**config.mk**
```make
export PLATFORM = sky130hd
export DESIGN_NAME = digital_input_alarm_qualifier_flat
export DESIGN_NICKNAME = d
export VERILOG_FILES = /design/src/hw/rtl/diaq_pkg.sv /design/src/hw/rtl/diaq_ifs.sv /design/src/hw/rtl/diaq_ram.sv /design/src/hw/rtl/diaq_cfg.sv /design/src/hw/rtl/diaq_lanes.sv /design/src/hw/rtl/digital_input_alarm_qualifier.sv /design/src/flat_wrapper.sv
export SDC_FILE = /design/constraint.sdc
export NUM_CORES = 2
export LEC_CHECK = 0
export ABC_CLOCK_PERIOD_IN_PS = 51900
export BUFFER_PORTS_ARGS = -buffer_cell sky130_fd_sc_hd__buf_2
export CORE_ASPECT_RATIO = 2
export CORE_MARGIN = 3
export CORE_UTILIZATION = 40
export CTS_CLUSTER_DIAMETER = 200
export CTS_CLUSTER_SIZE = 25
export DETAILED_ROUTE_END_ITERATION = 10
export PLACE_DENSITY = 0.6
export RECOVER_POWER = 100
export SYNTH_ARGS = -nofsm -noshare
export SYNTH_HDL_FRONTEND = slang
export SYNTH_SLANG_ARGS = --single-unit
```
**constraint.sdc**
```tcl
create_clock -name clk -period 51.9 [get_ports clk]
set_input_delay 12.975 -clock clk [delete_from_list [all_inputs] [get_ports clk]]
set_output_delay 12.975 -clock clk [all_outputs]
set_load 0.05 [all_outputs]
```
**src/hw/rtl/diaq_pkg.sv**
```systemverilog
// Types and constants of the digital input alarm qualifier.
package diaq_pkg;

  localparam int ModW       = 3;
  localparam int BitsW      = 16;
  localparam int CntW       = 7;
  localparam int ModeW      = 8;
  localparam int CtW        = 6;
  localparam int LiuW       = 5;
  localparam int LaneW      = CntW + 1;
  localparam int GroupLanes = 8;
  localparam int PaddrW     = 5;
  localparam int PdataW     = 32;

  // Register map, word index
  typedef enum logic [2:0] {
    REG_ENABLE,
    REG_LOOPS,
    REG_LEVEL,
    REG_CONFIRM,
    REG_SWITCH,
    REG_RESUME,
    REG_RELAY,
    REG_TARGET
  } reg_idx_t;

  typedef struct packed {
    logic              alarm_enable;
    logic [LiuW-1:0]   loops_in_use;
    logic [BitsW-1:0]  alarm_level_mask;
    logic [CtW-1:0]    qualify_ticks;
    logic [BitsW-1:0]  switch_mode_mask;
    logic [BitsW-1:0]  resume_mode_mask;
    logic [BitsW-1:0]  relay_action_mask;
    logic [ModeW-1:0]  target_run_mode;
  } cfg_t;

  typedef enum logic {
    ST_IDLE,
    ST_CALC
  } state_t;

endpackage

```
**src/hw/rtl/diaq_ifs.sv**
```systemverilog
// Valid/ready channel interfaces for detect ticks and alarm results.
interface diaq_in_if import diaq_pkg::*; ();
  logic             valid;
  logic             ready;
  logic [ModW-1:0]  module_index;
  logic [BitsW-1:0] loop_bits;

  modport source (output valid, module_index, loop_bits, input ready);
  modport sink   (input valid, module_index, loop_bits, output ready);
endinterface

interface diaq_out_if import diaq_pkg::*; ();
  logic             valid;
  logic             ready;
  logic [ModW-1:0]  module_id;
  logic [BitsW-1:0] abnormal_mask;
  logic             report_due;
  logic             any_abnormal;
  logic [ModeW-1:0] run_mode;
  logic             relays_forced_off;

  modport source (output valid, module_id, abnormal_mask, report_due, any_abnormal,
                  run_mode, relays_forced_off, input ready);
  modport sink   (input valid, module_id, abnormal_mask, report_due, any_abnormal,
                  run_mode, relays_forced_off, output ready);
endinterface

```
**src/hw/rtl/diaq_ram.sv**
```systemverilog
// Generic single-write, single-read RAM with registered read data.
module diaq_ram #(
  parameter int WIDTH = 8,
  parameter int DEPTH = 8,
  localparam int AW   = (DEPTH > 1) ? $clog2(DEPTH) : 1
) (
  input  logic             clk,
  input  logic             we,
  input  logic [AW-1:0]    waddr,
  input  logic [WIDTH-1:0] wdata,
  input  logic             re,
  input  logic [AW-1:0]    raddr,
  output logic [WIDTH-1:0] rdata
);

  logic [WIDTH-1:0] mem [DEPTH];

  // Write port
  always_ff @(posedge clk) begin
    if (we) begin
      mem[waddr] <= wdata;
    end
  end

  // Registered read port
  always_ff @(posedge clk) begin
    if (re) begin
      rdata <= mem[raddr];
    end
  end

endmodule

```
**src/hw/rtl/diaq_cfg.sv**
```systemverilog
// APB-style configuration register file of the alarm qualifier.
module diaq_cfg import diaq_pkg::*; (
  input  logic              clk,
  input  logic              rst_n,
  input  logic              psel,
  input  logic              penable,
  input  logic              pwrite,
  input  logic [PaddrW-1:0] paddr,
  input  logic [PdataW-1:0] pwdata,
  output logic [PdataW-1:0] prdata,
  output logic              pready,
  output cfg_t              cfg
);

  cfg_t     cfg_r;
  reg_idx_t idx;
  logic     wr;

  assign idx    = reg_idx_t'(paddr[PaddrW-1:2]);
  assign wr     = psel && penable && pwrite;
  assign pready = 1'b1;
  assign cfg    = cfg_r;

  // Register writes
  always_ff @(posedge clk) begin
    if (!rst_n) begin
      cfg_r.alarm_enable      <= 1'b0;
      cfg_r.loops_in_use      <= LiuW'(16);
      cfg_r.alarm_level_mask  <= '0;
      cfg_r.qualify_ticks     <= CtW'(3);
      cfg_r.switch_mode_mask  <= '0;
      cfg_r.resume_mode_mask  <= '0;
      cfg_r.relay_action_mask <= '0;
      cfg_r.target_run_mode   <= ModeW'(1);
    end else if (wr) begin
      unique case (idx)
        REG_ENABLE:  cfg_r.alarm_enable      <= pwdata[0];
        REG_LOOPS:   cfg_r.loops_in_use      <= pwdata[LiuW-1:0];
        REG_LEVEL:   cfg_r.alarm_level_mask  <= pwdata[BitsW-1:0];
        REG_CONFIRM: cfg_r.qualify_ticks     <= pwdata[CtW-1:0];
        REG_SWITCH:  cfg_r.switch_mode_mask  <= pwdata[BitsW-1:0];
        REG_RESUME:  cfg_r.resume_mode_mask  <= pwdata[BitsW-1:0];
        REG_RELAY:   cfg_r.relay_action_mask <= pwdata[BitsW-1:0];
        REG_TARGET:  cfg_r.target_run_mode   <= pwdata[ModeW-1:0];
        default: ;
      endcase
    end
  end

  // Read mux
  always_comb begin
    prdata = '0;
    unique case (idx)
      REG_ENABLE:  prdata = PdataW'(cfg_r.alarm_enable);
      REG_LOOPS:   prdata = PdataW'(cfg_r.loops_in_use);
      REG_LEVEL:   prdata = PdataW'(cfg_r.alarm_level_mask);
      REG_CONFIRM: prdata = PdataW'(cfg_r.qualify_ticks);
      REG_SWITCH:  prdata = PdataW'(cfg_r.switch_mode_mask);
      REG_RESUME:  prdata = PdataW'(cfg_r.resume_mode_mask);
      REG_RELAY:   prdata = PdataW'(cfg_r.relay_action_mask);
      REG_TARGET:  prdata = PdataW'(cfg_r.target_run_mode);
      default:     prdata = '0;
    endcase
  end

endmodule

```
**src/hw/rtl/diaq_lanes.sv**
```systemverilog
// Per-loop confirm counter update for one module row, all loops side by side.
module diaq_lanes import diaq_pkg::*; #(
  parameter int LOOPS = 16
) (
  input  cfg_t                    cfg,
  input  logic                    act,
  input  logic [BitsW-1:0]        loop_bits,
  input  logic [LOOPS*LaneW-1:0]  row_in,
  output logic [LOOPS*LaneW-1:0]  row_out,
  output logic [LOOPS-1:0]        raise,
  output logic [LOOPS-1:0]        clear
);

  // Update every loop in use from its stored count and alarm flag
  always_comb begin
    logic signed [CntW:0] conf;
    logic signed [CntW:0] neg_conf;
    logic signed [CntW:0] c;
    logic signed [CntW:0] up;
    logic signed [CntW:0] dn;
    logic [CntW-1:0]      cnt;
    logic                 alarmed;
    logic                 match;
    logic                 in_use;

    conf     = (cfg.qualify_ticks == '0) ? (CntW+1)'(1) : (CntW+1)'(cfg.qualify_ticks);
    neg_conf = -conf;
    row_out  = row_in;
    raise    = '0;
    clear    = '0;
    for (int j = 0; j < LOOPS; j++) begin
      cnt     = row_in[j*LaneW +: CntW];
      alarmed = row_in[j*LaneW + CntW];
      match   = (loop_bits[j] == cfg.alarm_level_mask[j]);
      in_use  = act && (LiuW'(j) < cfg.loops_in_use);
      c       = {cnt[CntW-1], cnt};
      up      = c + (CntW+1)'(1);
      dn      = c - (CntW+1)'(1);
      if (in_use) begin
        if (!alarmed) begin
          if (!match) begin
            cnt = '0;
          end else if (up >= conf) begin
            cnt      = conf[CntW-1:0];
            alarmed  = 1'b1;
            raise[j] = 1'b1;
          end else begin
            cnt = up[CntW-1:0];
          end
        end else begin
          if (match) begin
            cnt = '0;
          end else if (dn <= neg_conf) begin
            cnt      = neg_conf[CntW-1:0];
            alarmed  = 1'b0;
            clear[j] = 1'b1;
          end else begin
            cnt = dn[CntW-1:0];
          end
        end
      end
      row_out[j*LaneW +: LaneW] = {alarmed, cnt};
    end
  end

endmodule

```
**src/hw/rtl/digital_input_alarm_qualifier.sv**
```systemverilog
// Top level of the digital input alarm qualifier.
//
// One detect tick for one collector module is taken per request on in_if;
// each produces exactly one result on out_if. Counters and alarm flags of a
// module sit in one RAM row, the run modes kept at raise in a second RAM row.
// An item passes through the RAM read, then through one step per group of
// eight loops, because raises and clears change the global run mode in loop
// order and the mode chain walks eight loops per cycle. The last step writes
// the rows back if the item is active (alarms enabled, module in range) and
// loads the result register; it waits only while an earlier result is still
// not taken. A new request is taken once the previous item is finished, even
// while its result waits. Row valid flags give the reset state, so no
// clearing pass runs after reset. Configure only while the block is idle.
module digital_input_alarm_qualifier import diaq_pkg::*; #(
  parameter int MODULES = 8,
  parameter int LOOPS   = 16
) (
  input  logic              clk,
  input  logic              rst_n,
  diaq_in_if.sink           in_if,
  diaq_out_if.source        out_if,
  input  logic              cfg_psel,
  input  logic              cfg_penable,
  input  logic              cfg_pwrite,
  input  logic [PaddrW-1:0] cfg_paddr,
  input  logic [PdataW-1:0] cfg_pwdata,
  output logic [PdataW-1:0] cfg_prdata,
  output logic              cfg_pready
);

  localparam int MA_W   = (MODULES > 1) ? $clog2(MODULES) : 1;
  localparam int ROW_W  = LOOPS * LaneW;
  localparam int SV_W   = LOOPS * ModeW;
  localparam int GROUPS = (LOOPS + GroupLanes - 1) / GroupLanes;
  localparam int GI_W   = (GROUPS > 1) ? $clog2(GROUPS) : 1;
  localparam int ExtW   = 7;

  cfg_t             cfg;
  state_t           state_r, state_nxt;
  logic [GI_W-1:0]  grp_r, grp_nxt;
  logic [ModW-1:0]  mod_r;
  logic [BitsW-1:0] bits_r;
  logic             inrange_r;
  logic             rowvld_r;
  logic [MODULES-1:0] vld_r;
  logic [ModeW-1:0] mode_r;
  logic             relay_r;
  logic [ModeW-1:0] sv_r [LOOPS];

  logic             out_valid_r;
  logic [ModW-1:0]  out_mod_r;
  logic [BitsW-1:0] out_mask_r;
  logic             out_due_r;
  logic             out_any_r;
  logic [ModeW-1:0] out_mode_r;
  logic             out_relay_r;

  logic             in_accept;
  logic [ExtW-1:0]  mod_in_ext;
  logic [ExtW-1:0]  mod_r_ext;
  logic             in_range_in;
  logic [MA_W-1:0]  rd_addr;
  logic [MA_W-1:0]  wr_addr;
  logic [ROW_W-1:0] rdata_a, row_a_old, row_a_new;
  logic [SV_W-1:0]  rdata_b, row_b_old, row_b_new;
  logic [LOOPS-1:0] raise, clear, raise_sw, clear_rs, alarm_vec;
  logic             relay_hit;
  logic             act;
  logic             out_free;
  logic             last_grp;
  logic             step;
  logic             fin;
  logic             we;
  logic [ModeW-1:0] mode_after;
  logic [ModeW-1:0] pre_mode [GroupLanes];
  logic             rs_g  [GROUPS][GroupLanes];
  logic             cr_g  [GROUPS][GroupLanes];
  logic [ModeW-1:0] svo_g [GROUPS][GroupLanes];

  // Configuration registers
  diaq_cfg u_cfg (
    .clk     (clk),
    .rst_n   (rst_n),
    .psel    (cfg_psel),
    .penable (cfg_penable),
    .pwrite  (cfg_pwrite),
    .paddr   (cfg_paddr),
    .pwdata  (cfg_pwdata),
    .prdata  (cfg_prdata),
    .pready  (cfg_pready),
    .cfg     (cfg)
  );

  // Request decode and RAM addressing
  assign in_accept   = in_if.valid && in_if.ready;
  assign mod_in_ext  = ExtW'(in_if.module_index);
  assign mod_r_ext   = ExtW'(mod_r);
  assign in_range_in = mod_in_ext < ExtW'(MODULES);
  assign rd_addr     = mod_in_ext[MA_W-1:0];
  assign wr_addr     = mod_r_ext[MA_W-1:0];
  assign in_if.ready = (state_r == ST_IDLE);

  diaq_ram #(.WIDTH(ROW_W), .DEPTH(MODULES)) u_ram_cnt (
    .clk   (clk),
    .we    (we),
    .waddr (wr_addr),
    .wdata (row_a_new),
    .re    (in_accept),
    .raddr (rd_addr),
    .rdata (rdata_a)
  );

  diaq_ram #(.WIDTH(SV_W), .DEPTH(MODULES)) u_ram_mode (
    .clk   (clk),
    .we    (we),
    .waddr (wr_addr),
    .wdata (row_b_new),
    .re    (in_accept),
    .raddr (rd_addr),
    .rdata (rdata_b)
  );

  // A row never written reads as its reset value
  assign row_a_old = rowvld_r ? rdata_a : '0;
  assign row_b_old = rowvld_r ? rdata_b : '0;
  assign act       = cfg.alarm_enable && inrange_r;

  diaq_lanes #(.LOOPS(LOOPS)) u_lanes (
    .cfg       (cfg),
    .act       (act),
    .loop_bits (bits_r),
    .row_in    (row_a_old),
    .row_out   (row_a_new),
    .raise     (raise),
    .clear     (clear)
  );

  assign raise_sw  = raise & cfg.switch_mode_mask[LOOPS-1:0];
  assign clear_rs  = clear & cfg.switch_mode_mask[LOOPS-1:0]
                           & cfg.resume_mode_mask[LOOPS-1:0];
  assign relay_hit = |(raise & cfg.relay_action_mask[LOOPS-1:0]);

  // Sequencing
  assign out_free = !out_valid_r || out_if.ready;
  assign last_grp = (grp_r == GI_W'(GROUPS - 1));
  assign step     = (state_r == ST_CALC) && (!last_grp || out_free);
  assign fin      = step && last_grp;
  assign we       = fin && act;

  // Spread lane events into groups of eight
  always_comb begin
    for (int g = 0; g < GROUPS; g++) begin
      for (int k = 0; k < GroupLanes; k++) begin
        if (g * GroupLanes + k < LOOPS) begin
          rs_g[g][k]  = raise_sw[g*GroupLanes + k];
          cr_g[g][k]  = clear_rs[g*GroupLanes + k];
          svo_g[g][k] = row_b_old[(g*GroupLanes + k)*ModeW +: ModeW];
        end else begin
          rs_g[g][k]  = 1'b0;
          cr_g[g][k]  = 1'b0;
          svo_g[g][k] = '0;
        end
      end
    end
  end

  // Walk the run mode through the current group in loop order
  always_comb begin
    logic [ModeW-1:0] mode_v;
    mode_v = mode_r;
    for (int k = 0; k < GroupLanes; k++) begin
      pre_mode[k] = mode_v;
      if (rs_g[grp_r][k]) begin
        mode_v = cfg.target_run_mode;
      end else if (cr_g[grp_r][k]) begin
        mode_v = svo_g[grp_r][k];
      end
    end
    mode_after = mode_v;
  end

  // Merge kept modes: lanes of the group in flight take the chain directly
  always_comb begin
    row_b_new = row_b_old;
    alarm_vec = '0;
    for (int j = 0; j < LOOPS; j++) begin
      alarm_vec[j] = row_a_new[j*LaneW + CntW];
      if (raise_sw[j]) begin
        if (GI_W'(j / GroupLanes) == grp_r) begin
          row_b_new[j*ModeW +: ModeW] = pre_mode[j % GroupLanes];
        end else begin
          row_b_new[j*ModeW +: ModeW] = sv_r[j];
        end
      end
    end
  end

  // Hold kept modes of raising loops of finished groups
  always_ff @(posedge clk) begin
    if (step) begin
      for (int j = 0; j < LOOPS; j++) begin
        if ((GI_W'(j / GroupLanes) == grp_r) && raise_sw[j]) begin
          sv_r[j] <= pre_mode[j % GroupLanes];
        end
      end
    end
  end

  // State machine
  always_ff @(posedge clk) begin
    if (!rst_n) begin
      state_r <= ST_IDLE;
      grp_r   <= '0;
    end else begin
      state_r <= state_nxt;
      grp_r   <= grp_nxt;
    end
  end

  always_comb begin
    state_nxt = state_r;
    grp_nxt   = grp_r;
    unique case (state_r)
      ST_IDLE: begin
        if (in_accept) begin
          state_nxt = ST_CALC;
          grp_nxt   = '0;
        end
      end
      ST_CALC: begin
        if (step) begin
          if (last_grp) begin
            state_nxt = ST_IDLE;
          end else begin
            grp_nxt = grp_r + GI_W'(1);
          end
        end
      end
      default: state_nxt = ST_IDLE;
    endcase
  end

  // Capture the request
  always_ff @(posedge clk) begin
    if (in_accept) begin
      mod_r     <= in_if.module_index;
      bits_r    <= in_if.loop_bits;
      inrange_r <= in_range_in;
      rowvld_r  <= vld_r[rd_addr];
    end
  end

  // Global state and row valid flags
  always_ff @(posedge clk) begin
    if (!rst_n) begin
      vld_r   <= '0;
      mode_r  <= '0;
      relay_r <= 1'b0;
    end else begin
      if (step) begin
        mode_r <= mode_after;
      end
      if (fin) begin
        relay_r <= relay_r | relay_hit;
      end
      if (we) begin
        vld_r[wr_addr] <= 1'b1;
      end
    end
  end

  // Result register
  always_ff @(posedge clk) begin
    if (!rst_n) begin
      out_valid_r <= 1'b0;
    end else if (fin) begin
      out_valid_r <= 1'b1;
    end else if (out_if.ready) begin
      out_valid_r <= 1'b0;
    end
  end

  always_ff @(posedge clk) begin
    if (fin) begin
      out_mod_r   <= mod_r;
      out_mask_r  <= inrange_r ? BitsW'(alarm_vec) : '0;
      out_due_r   <= |(raise | clear);
      out_any_r   <= inrange_r && (alarm_vec != '0);
      out_mode_r  <= mode_after;
      out_relay_r <= relay_r | relay_hit;
    end
  end

  assign out_if.valid             = out_valid_r;
  assign out_if.module_id         = out_mod_r;
  assign out_if.abnormal_mask     = out_mask_r;
  assign out_if.report_due        = out_due_r;
  assign out_if.any_abnormal      = out_any_r;
  assign out_if.run_mode          = out_mode_r;
  assign out_if.relays_forced_off = out_relay_r;

endmodule

```
**src/flat_wrapper.sv**
```systemverilog
// flat-port wrapper written by rule: the top's interface ports become plain ports
module digital_input_alarm_qualifier_flat import diaq_pkg::*;
#(
  parameter int MODULES = 8,
  parameter int LOOPS   = 16
)
  (clk, rst_n, cfg_psel, cfg_penable, cfg_pwrite, cfg_paddr, cfg_pwdata, cfg_prdata, cfg_pready, in_if_valid, in_if_module_index, in_if_loop_bits, in_if_ready, out_if_valid, out_if_module_id, out_if_abnormal_mask, out_if_report_due, out_if_any_abnormal, out_if_run_mode, out_if_relays_forced_off, out_if_ready);
  diaq_in_if in_if_i ();
  diaq_out_if out_if_i ();
  input  logic clk;
  input  logic rst_n;
  input  logic cfg_psel;
  input  logic cfg_penable;
  input  logic cfg_pwrite;
  input  logic [PaddrW-1:0] cfg_paddr;
  input  logic [PdataW-1:0] cfg_pwdata;
  output logic [PdataW-1:0] cfg_prdata;
  output logic cfg_pready;
  input wire logic [$bits(in_if_i.valid)-1:0] in_if_valid;
  input wire logic [$bits(in_if_i.module_index)-1:0] in_if_module_index;
  input wire logic [$bits(in_if_i.loop_bits)-1:0] in_if_loop_bits;
  output wire logic [$bits(in_if_i.ready)-1:0] in_if_ready;
  output wire logic [$bits(out_if_i.valid)-1:0] out_if_valid;
  output wire logic [$bits(out_if_i.module_id)-1:0] out_if_module_id;
  output wire logic [$bits(out_if_i.abnormal_mask)-1:0] out_if_abnormal_mask;
  output wire logic [$bits(out_if_i.report_due)-1:0] out_if_report_due;
  output wire logic [$bits(out_if_i.any_abnormal)-1:0] out_if_any_abnormal;
  output wire logic [$bits(out_if_i.run_mode)-1:0] out_if_run_mode;
  output wire logic [$bits(out_if_i.relays_forced_off)-1:0] out_if_relays_forced_off;
  input wire logic [$bits(out_if_i.ready)-1:0] out_if_ready;
  assign in_if_i.valid = in_if_valid;
  assign in_if_i.module_index = in_if_module_index;
  assign in_if_i.loop_bits = in_if_loop_bits;
  assign in_if_ready = in_if_i.ready;
  assign out_if_valid = out_if_i.valid;
  assign out_if_module_id = out_if_i.module_id;
  assign out_if_abnormal_mask = out_if_i.abnormal_mask;
  assign out_if_report_due = out_if_i.report_due;
  assign out_if_any_abnormal = out_if_i.any_abnormal;
  assign out_if_run_mode = out_if_i.run_mode;
  assign out_if_relays_forced_off = out_if_i.relays_forced_off;
  assign out_if_i.ready = out_if_ready;
  digital_input_alarm_qualifier #(.MODULES(MODULES), .LOOPS(LOOPS)) u_core (.clk(clk), .rst_n(rst_n), .in_if(in_if_i), .out_if(out_if_i), .cfg_psel(cfg_psel), .cfg_penable(cfg_penable), .cfg_pwrite(cfg_pwrite), .cfg_paddr(cfg_paddr), .cfg_pwdata(cfg_pwdata), .cfg_prdata(cfg_prdata), .cfg_pready(cfg_pready));
endmodule
```
---- After elaboration in Yosys (flattened, before gate mapping) ----
Memory sizes are Yosys's and may differ from the RTL's. A register that Yosys moved wholly into a read port is not among the register bits.
Index checks and enable logic that the tools add are counted.
operators by class
  add/sub/neg operators ................... 34
  multiply operators ...................... 0
  div/mod/pow operators ................... 0
  $lt $le $gt $ge ......................... 53
  equal/unequal tests ..................... 25
  shift operators ......................... 0
  multiplexer cells ....................... 437
  bitwise logic cells ..................... 10
  reduce and logical (&&, ||, !) cells .... 68
operator list
  cell                                                                          count
  7-bit two-way mux                                                             96
  8-bit two-way mux                                                             62
  1-bit two-way mux                                                             260
  128-bit two-way mux                                                           2
  32-bit one-hot mux with 8 select lines                                        1
  64-bit two-way mux                                                            3
  7-bit by 2-bit adder with 8-bit output, second input constant                 16
  8-bit by 7-bit greater-or-equal comparator with 1-bit output                  16
  8-bit less-or-equal comparator                                                16
  7-bit by 2-bit subtractor with 8-bit output, second input constant            16
  16-bit bitwise AND                                                            4
  8-bit OR reduction                                                            8
  1-bit logical AND                                                             41
  4-bit by 5-bit less-than comparator with 1-bit output, first input constant   8
  4-bit two-way mux                                                             8
  16-bit OR reduction                                                           2
  3-bit by 5-bit less-than comparator with 1-bit output, first input constant   4
  2-bit AND reduction                                                           9
  1-bit equality test                                                           16
  16-bit bitwise OR                                                             1
  16-bit nonzero test                                                           1
  3-bit equality test, second input constant                                    4
  3-bit by 4-bit less-than comparator with 1-bit output, second input constant  3
  1-bit by 5-bit less-than comparator with 1-bit output, first input constant   2
  other kinds (21)                                                              28
storage, ports and cells
  register bits after elaboration ......... 155
  latch bits .............................. 0
  memory bits (writable) .................. 2176
  ROM bits ................................ 0
  bits of input ports ..................... 63
  output and inout bits ................... 65
  logic and storage cells ................. 654
  memories kept ........................... 3
memory list
  name                   depth  bits a word  rd ports  clocked after memory_dff  write ports  RTL line                             RTL
  u_core.u_ram_cnt.mem   8      128          1         1                         1            diaq_ram.sv:16                       logic [WIDTH-1:0] mem [DEPTH];
  u_core.u_ram_mode.mem  8      128          1         1                         1            diaq_ram.sv:16
  u_core.sv_r            16     8            16        0                         8            digital_input_alarm_qualifier.sv:48  logic [ModeW-1:0] sv_r [LOOPS];

---- Logic depth before layout (Yosys ltp) ----
  word-level depth ........................ 29
  gate-level depth with buffers ........... 32
  mapped depth without buffers ............ 21

---- Cells and area by module ----
Synthesis repeated with hierarchy kept, for this count alone.
second synthesis, totals
  cells, all modules ...................... 7139
  area total of the unflattened synthesis .. 117601.5 µm²
modules (own cells, without submodules)
  module                         instances  cells an instance  area an instance (µm²)  seq. area each (µm²)
  diaq_ram                       2          1620               42836.1                 34593.2
  diaq_lanes                     1          2061               14266.2                 0.0
  digital_input_alarm_qualifier  1          1434               13709.4                 5745.5
  diaq_cfg                       1          404                3953.8                  1681.6

---- Worst setup path after synthesis ----
Ideal clock, no wire load.
  path kind ............................... input to register
  from .................................... input out_if_ready
  to ...................................... memory u_core.u_ram_cnt.mem[0][0] (netlist name), enable pin
  setup time .............................. 1.187 ns
  arrival time ............................ 31.672 ns
  required time ........................... 50.713 ns
  slack ................................... 19.041 ns
  cell stages on the path ................. 5
  buffers on the path ..................... 0
  cell sequence ........................... nand2b_1 -> nand3_1 -> inv_1 -> nand3b_1 -> nor3_1
between the ends
  cells in the longest elaborated chain, start to end .. 7
ends and longest elaborated chain
  what                                     RTL line                              RTL
  start: declaration                       flat_wrapper.sv:30                    input wire logic [$bits(out_if_i.ready)-1:0] out_if_ready;
  1-bit logical OR                         digital_input_alarm_qualifier.sv:144  assign out_free = !out_valid_r || out_if.ready;
  1-bit logical OR                         digital_input_alarm_qualifier.sv:146  assign step = (state_r == ST_CALC) && (!last_grp || out_free);
  1-bit logical AND                        digital_input_alarm_qualifier.sv:146
  1-bit logical AND                        digital_input_alarm_qualifier.sv:147  assign fin = step && last_grp;
  named net u_core.fin                     digital_input_alarm_qualifier.sv:72   logic fin;
  1-bit logical AND                        digital_input_alarm_qualifier.sv:148  assign we = fin && act;
  1-bit two-way mux                        diaq_ram.sv:20                        if (we) begin
  1-bit two-way mux (implied by the code)  diaq_ram.sv:21                        mem[waddr] <= wdata;
  end: declaration                         diaq_ram.sv:16
The timed path passes the listed nets, and every way through them passes these cells.

---- Worst setup path in the final report ----
  from .................................... input out_if_ready
  to ...................................... memory u_core.u_ram_mode.mem[3][111] (netlist name), enable pin
between the ends
  cells in the longest elaborated chain, start to end .. 7
ends and longest elaborated chain
  what                                     RTL line
  1-bit logical OR                         digital_input_alarm_qualifier.sv:144
  1-bit logical OR                         digital_input_alarm_qualifier.sv:146
  1-bit logical AND                        digital_input_alarm_qualifier.sv:146
  1-bit logical AND                        digital_input_alarm_qualifier.sv:147
  named net u_core.fin                     digital_input_alarm_qualifier.sv:72
  1-bit logical AND                        digital_input_alarm_qualifier.sv:148
  1-bit two-way mux                        diaq_ram.sv:20
  1-bit two-way mux (implied by the code)  diaq_ram.sv:21
  end: declaration                         diaq_ram.sv:16
The timed path passes the listed nets, and every way through them passes these cells.

==> run summary <==
Status: finished, violations left
Violated checks: max-capacitance violations, max-slew violations
Yosys top cell area share: 64.6%
# hold bufs at CTS: 0
Setup Buffers After CTS: 0
Antenna viol nets, final: 0
Final Hold Viols: 0
Ys async rst share: 0%
First drt pass iteration count: 8
PortBufs: 92
Area Overhead vs Synth: 6.94%
PwrDens: 30.2 nW/um2
DP Cell Count: 11,100
Arrival @ worst endpoint: 31,940 ps
CP Cell Sequence: buf_2 > nand2b_1 > nand3_1 > clkinv_1 > clkbuf_1 > nand3_1 > nor2_4 > clkbuf_1 > clkbuf_1 > clkbuf_1
CP max-delay cell: clkbuf_1
Critical-path maximum fanout: 113
Synth Register Bits: 2,586
Worst hold start: u_core.vld_r[0]
Synth Instances: 7,432
CTS Buf Count: 113
Final setup viols: 0
Syn Std Cell Area: 115,000 um2
Die width: 386 um
Worst-Margin Slew: 9320 ps
CTS H-tree depth: 3
Hold crit path type: reg -> reg
Root Buffer: clkbuf_16
Row cnt: 278
Avg WL per Cell: 30.9 um
IR drop worst, VDD: 28.1 uV
Worst-path clk slew: 100 ps
Critical path origin: out_if_ready
WS Path Type: in -> reg
CP Capture Type: register
CTS tree: yes
Skew final: 58.3 ps
Routed vias/inst: 6.01
Max cap viols: 79
Tot Pwr: 3720 uW
Final #Nets: 7,735
Synth top cells by count: 2,482 x edfxtp_1, 579 x nand2_1, 521 x mux4_2, 425 x nor2_1, 312 x a21oi_1
Die height: 765 um
GRT Residual Overflow: 0
Fin crit share: 60.8%
Num Clock Sinks: 2,586
Wire length of the first global-routing pass: 497 mm
Final Critical Period: 31,570 ps
Dpl hpwl: 228 mm
Top-count cell post-synth: edfxtp_1
Via count: 68,000
CTS resizes: 0
Flop2flop setup slack: 32,020 ps
Fin Setup TNS: 0 ps
Iter 0 DRT Violations: 6,139
Nature of the critical path startpoint: input port
Max Fclk: 0.0317 GHz
Drt drc: 0
Total track usage: 23.4%
Number of distinct library cells after synthesis: 105
Fraction of layout cells with a size suffix above 1: 14.7%
Most frequent cell on the critical path: clkbuf_1
Cell accounting for the most synthesized area: edfxtp_1
RSZ-0062 raised after global routing: false
Synth top area cells: edfxtp_1 65%, mux4_2 10%, mux2_2 2.8%, ha_1 2.4%, nand2_1 1.9%
Slowest stage delay, CP: 6800 ps
Clock Latency Late Sink: 850 ps
Seq/Total Area, Yosys: 66.4%
Yosys warns: 0
Starting Density: 40.2%
Die area: 295,000 um2
Routed wire length: 349 mm
Largest net degree at the start of global routing: 139
Post-layout util: 43.0%
Post-route non-filler standard cell count: 11,300
Core area: 287,000 um2
Vias in the first global route: 69,700
Reg2Reg Launch Point: u_core.grp_r
Initial antenna violation count: 22
Post-synth EDFFs: 2,482
Clock tree buffer depth: 3
Req. time, crit path: 52,270 ps
Synth Flop Type: edfxtp_1
Pleak: 0.0394 uW
Max-slew violations: 3,661
I/O pins: 128
Syn avg cell area: 15.5 um2
Layout filler cell count: 25,500
Placer Congestion: 0.974
Max-slew headroom: -521%
-- layer usage --
| metal | GRT usage, % | share of wire [%] |
|---|---|---|
| met4 | 14.1 | 7.3 |
| met3 | 3.45 | 5.9 |
| met2 | 42.4 | 52 |
| met5 | 0 | 0.039 |
| met1 | 25.8 | 35 |
-- worst max-delay path, delay by kind of cell --
kind                   cells  cell delay (ps)
buffers and inverters      6            17330
AND/OR/NAND/NOR            4             1320
-- stage by stage --
step | cell area (um2) | setup WS, ps | hold slack [ps]
global placement | 121000 | 23070 | 442
floorplan | 115000 | 19040 | 435
CTS | 124000 | 23040 | 473
detailed placement | 121000 | 23050 | 451
finish | 123000 | 20330 | 471
global route | 123000 | 18910 | 479
-- flip-flops by register name (all words and copies together) (netlist names), 16 cells and up --
register,count
u_core.u_ram_cnt.rdata,128
u_core.sv_r,128
u_core.u_ram_mode.rdata,128
u_core.u_ram_mode.mem,1024
u_core.u_ram_cnt.mem,1024
u_core.bits_r,16
u_core.u_cfg.cfg,84
u_core.out_if.abnormal_mask,16
-- cell families (layout without fill, tap and decap cells) --
| kind of cell | Yosys count | after routing | share of synthesized area [%] |
|---|---|---|---|
| compound gates | 1260 | 1260 | 6.98 |
| xor+xnor | 125 | 125 | 0.949 |
| fa+ha+maj | 226 | 226 | 2.45 |
| buf+inv | 556 | 617 | 1.91 |
| flops | 2586 | 2586 | 66.4 |
| mux | 1007 | 1007 | 14.7 |
| other cells | 2 | 42 | 0.00651 |
| simple gates | 1670 | 1670 | 6.61 |
-- power breakdown --
part           internal, uW  switching, uW  total (uW)  leakage (uW)
sequential             2300           22.1        2330        0.0236
combinational           126            209         335        0.0142
clock                   418            642        1060       0.00155
-- area by class of cell --
cell class | instances | area [um2] | share of cell area [%]
Clock inverter | 7 | 140 | 0.114
Multi-Input combinational cell | 4321 | 36700 | 29.7
Timing Repair Buffer | 304 | 1630 | 1.32
Tap cell | 3780 | 4730 | 3.83
Antenna cell | 9 | 22.5 | 0.0183
Inverter | 121 | 454 | 0.368
Clock buffer | 185 | 3120 | 2.53
Sequential cell | 2586 | 76600 | 62.1
-- final timing paths --
check                                  endpoint  depth (start not counted)
hold reg to reg                 u_core.vld_r[0]                          1
setup reg to reg  u_core.u_ram_mode.mem[3][111]                          8
hold / removal                  u_core.vld_r[0]                          1
setup / recovery  u_core.u_ram_mode.mem[3][111]                         10
-- placed cells by master, fill, tap and decap left out, drive strengths merged, types with 225 or more instances in the layout --
master | Yosys | layout
nand3 | 273 | 273
mux2 | 282 | 282
a21oi | 312 | 312
mux4 | 521 | 521
nor2 | 426 | 426
nand2 | 579 | 579
ha | 225 | 225
o21ai | 340 | 340
clkbuf | 299 | 348
edfxtp | 2482 | 2482
Power figures use the tool's default switching activity.
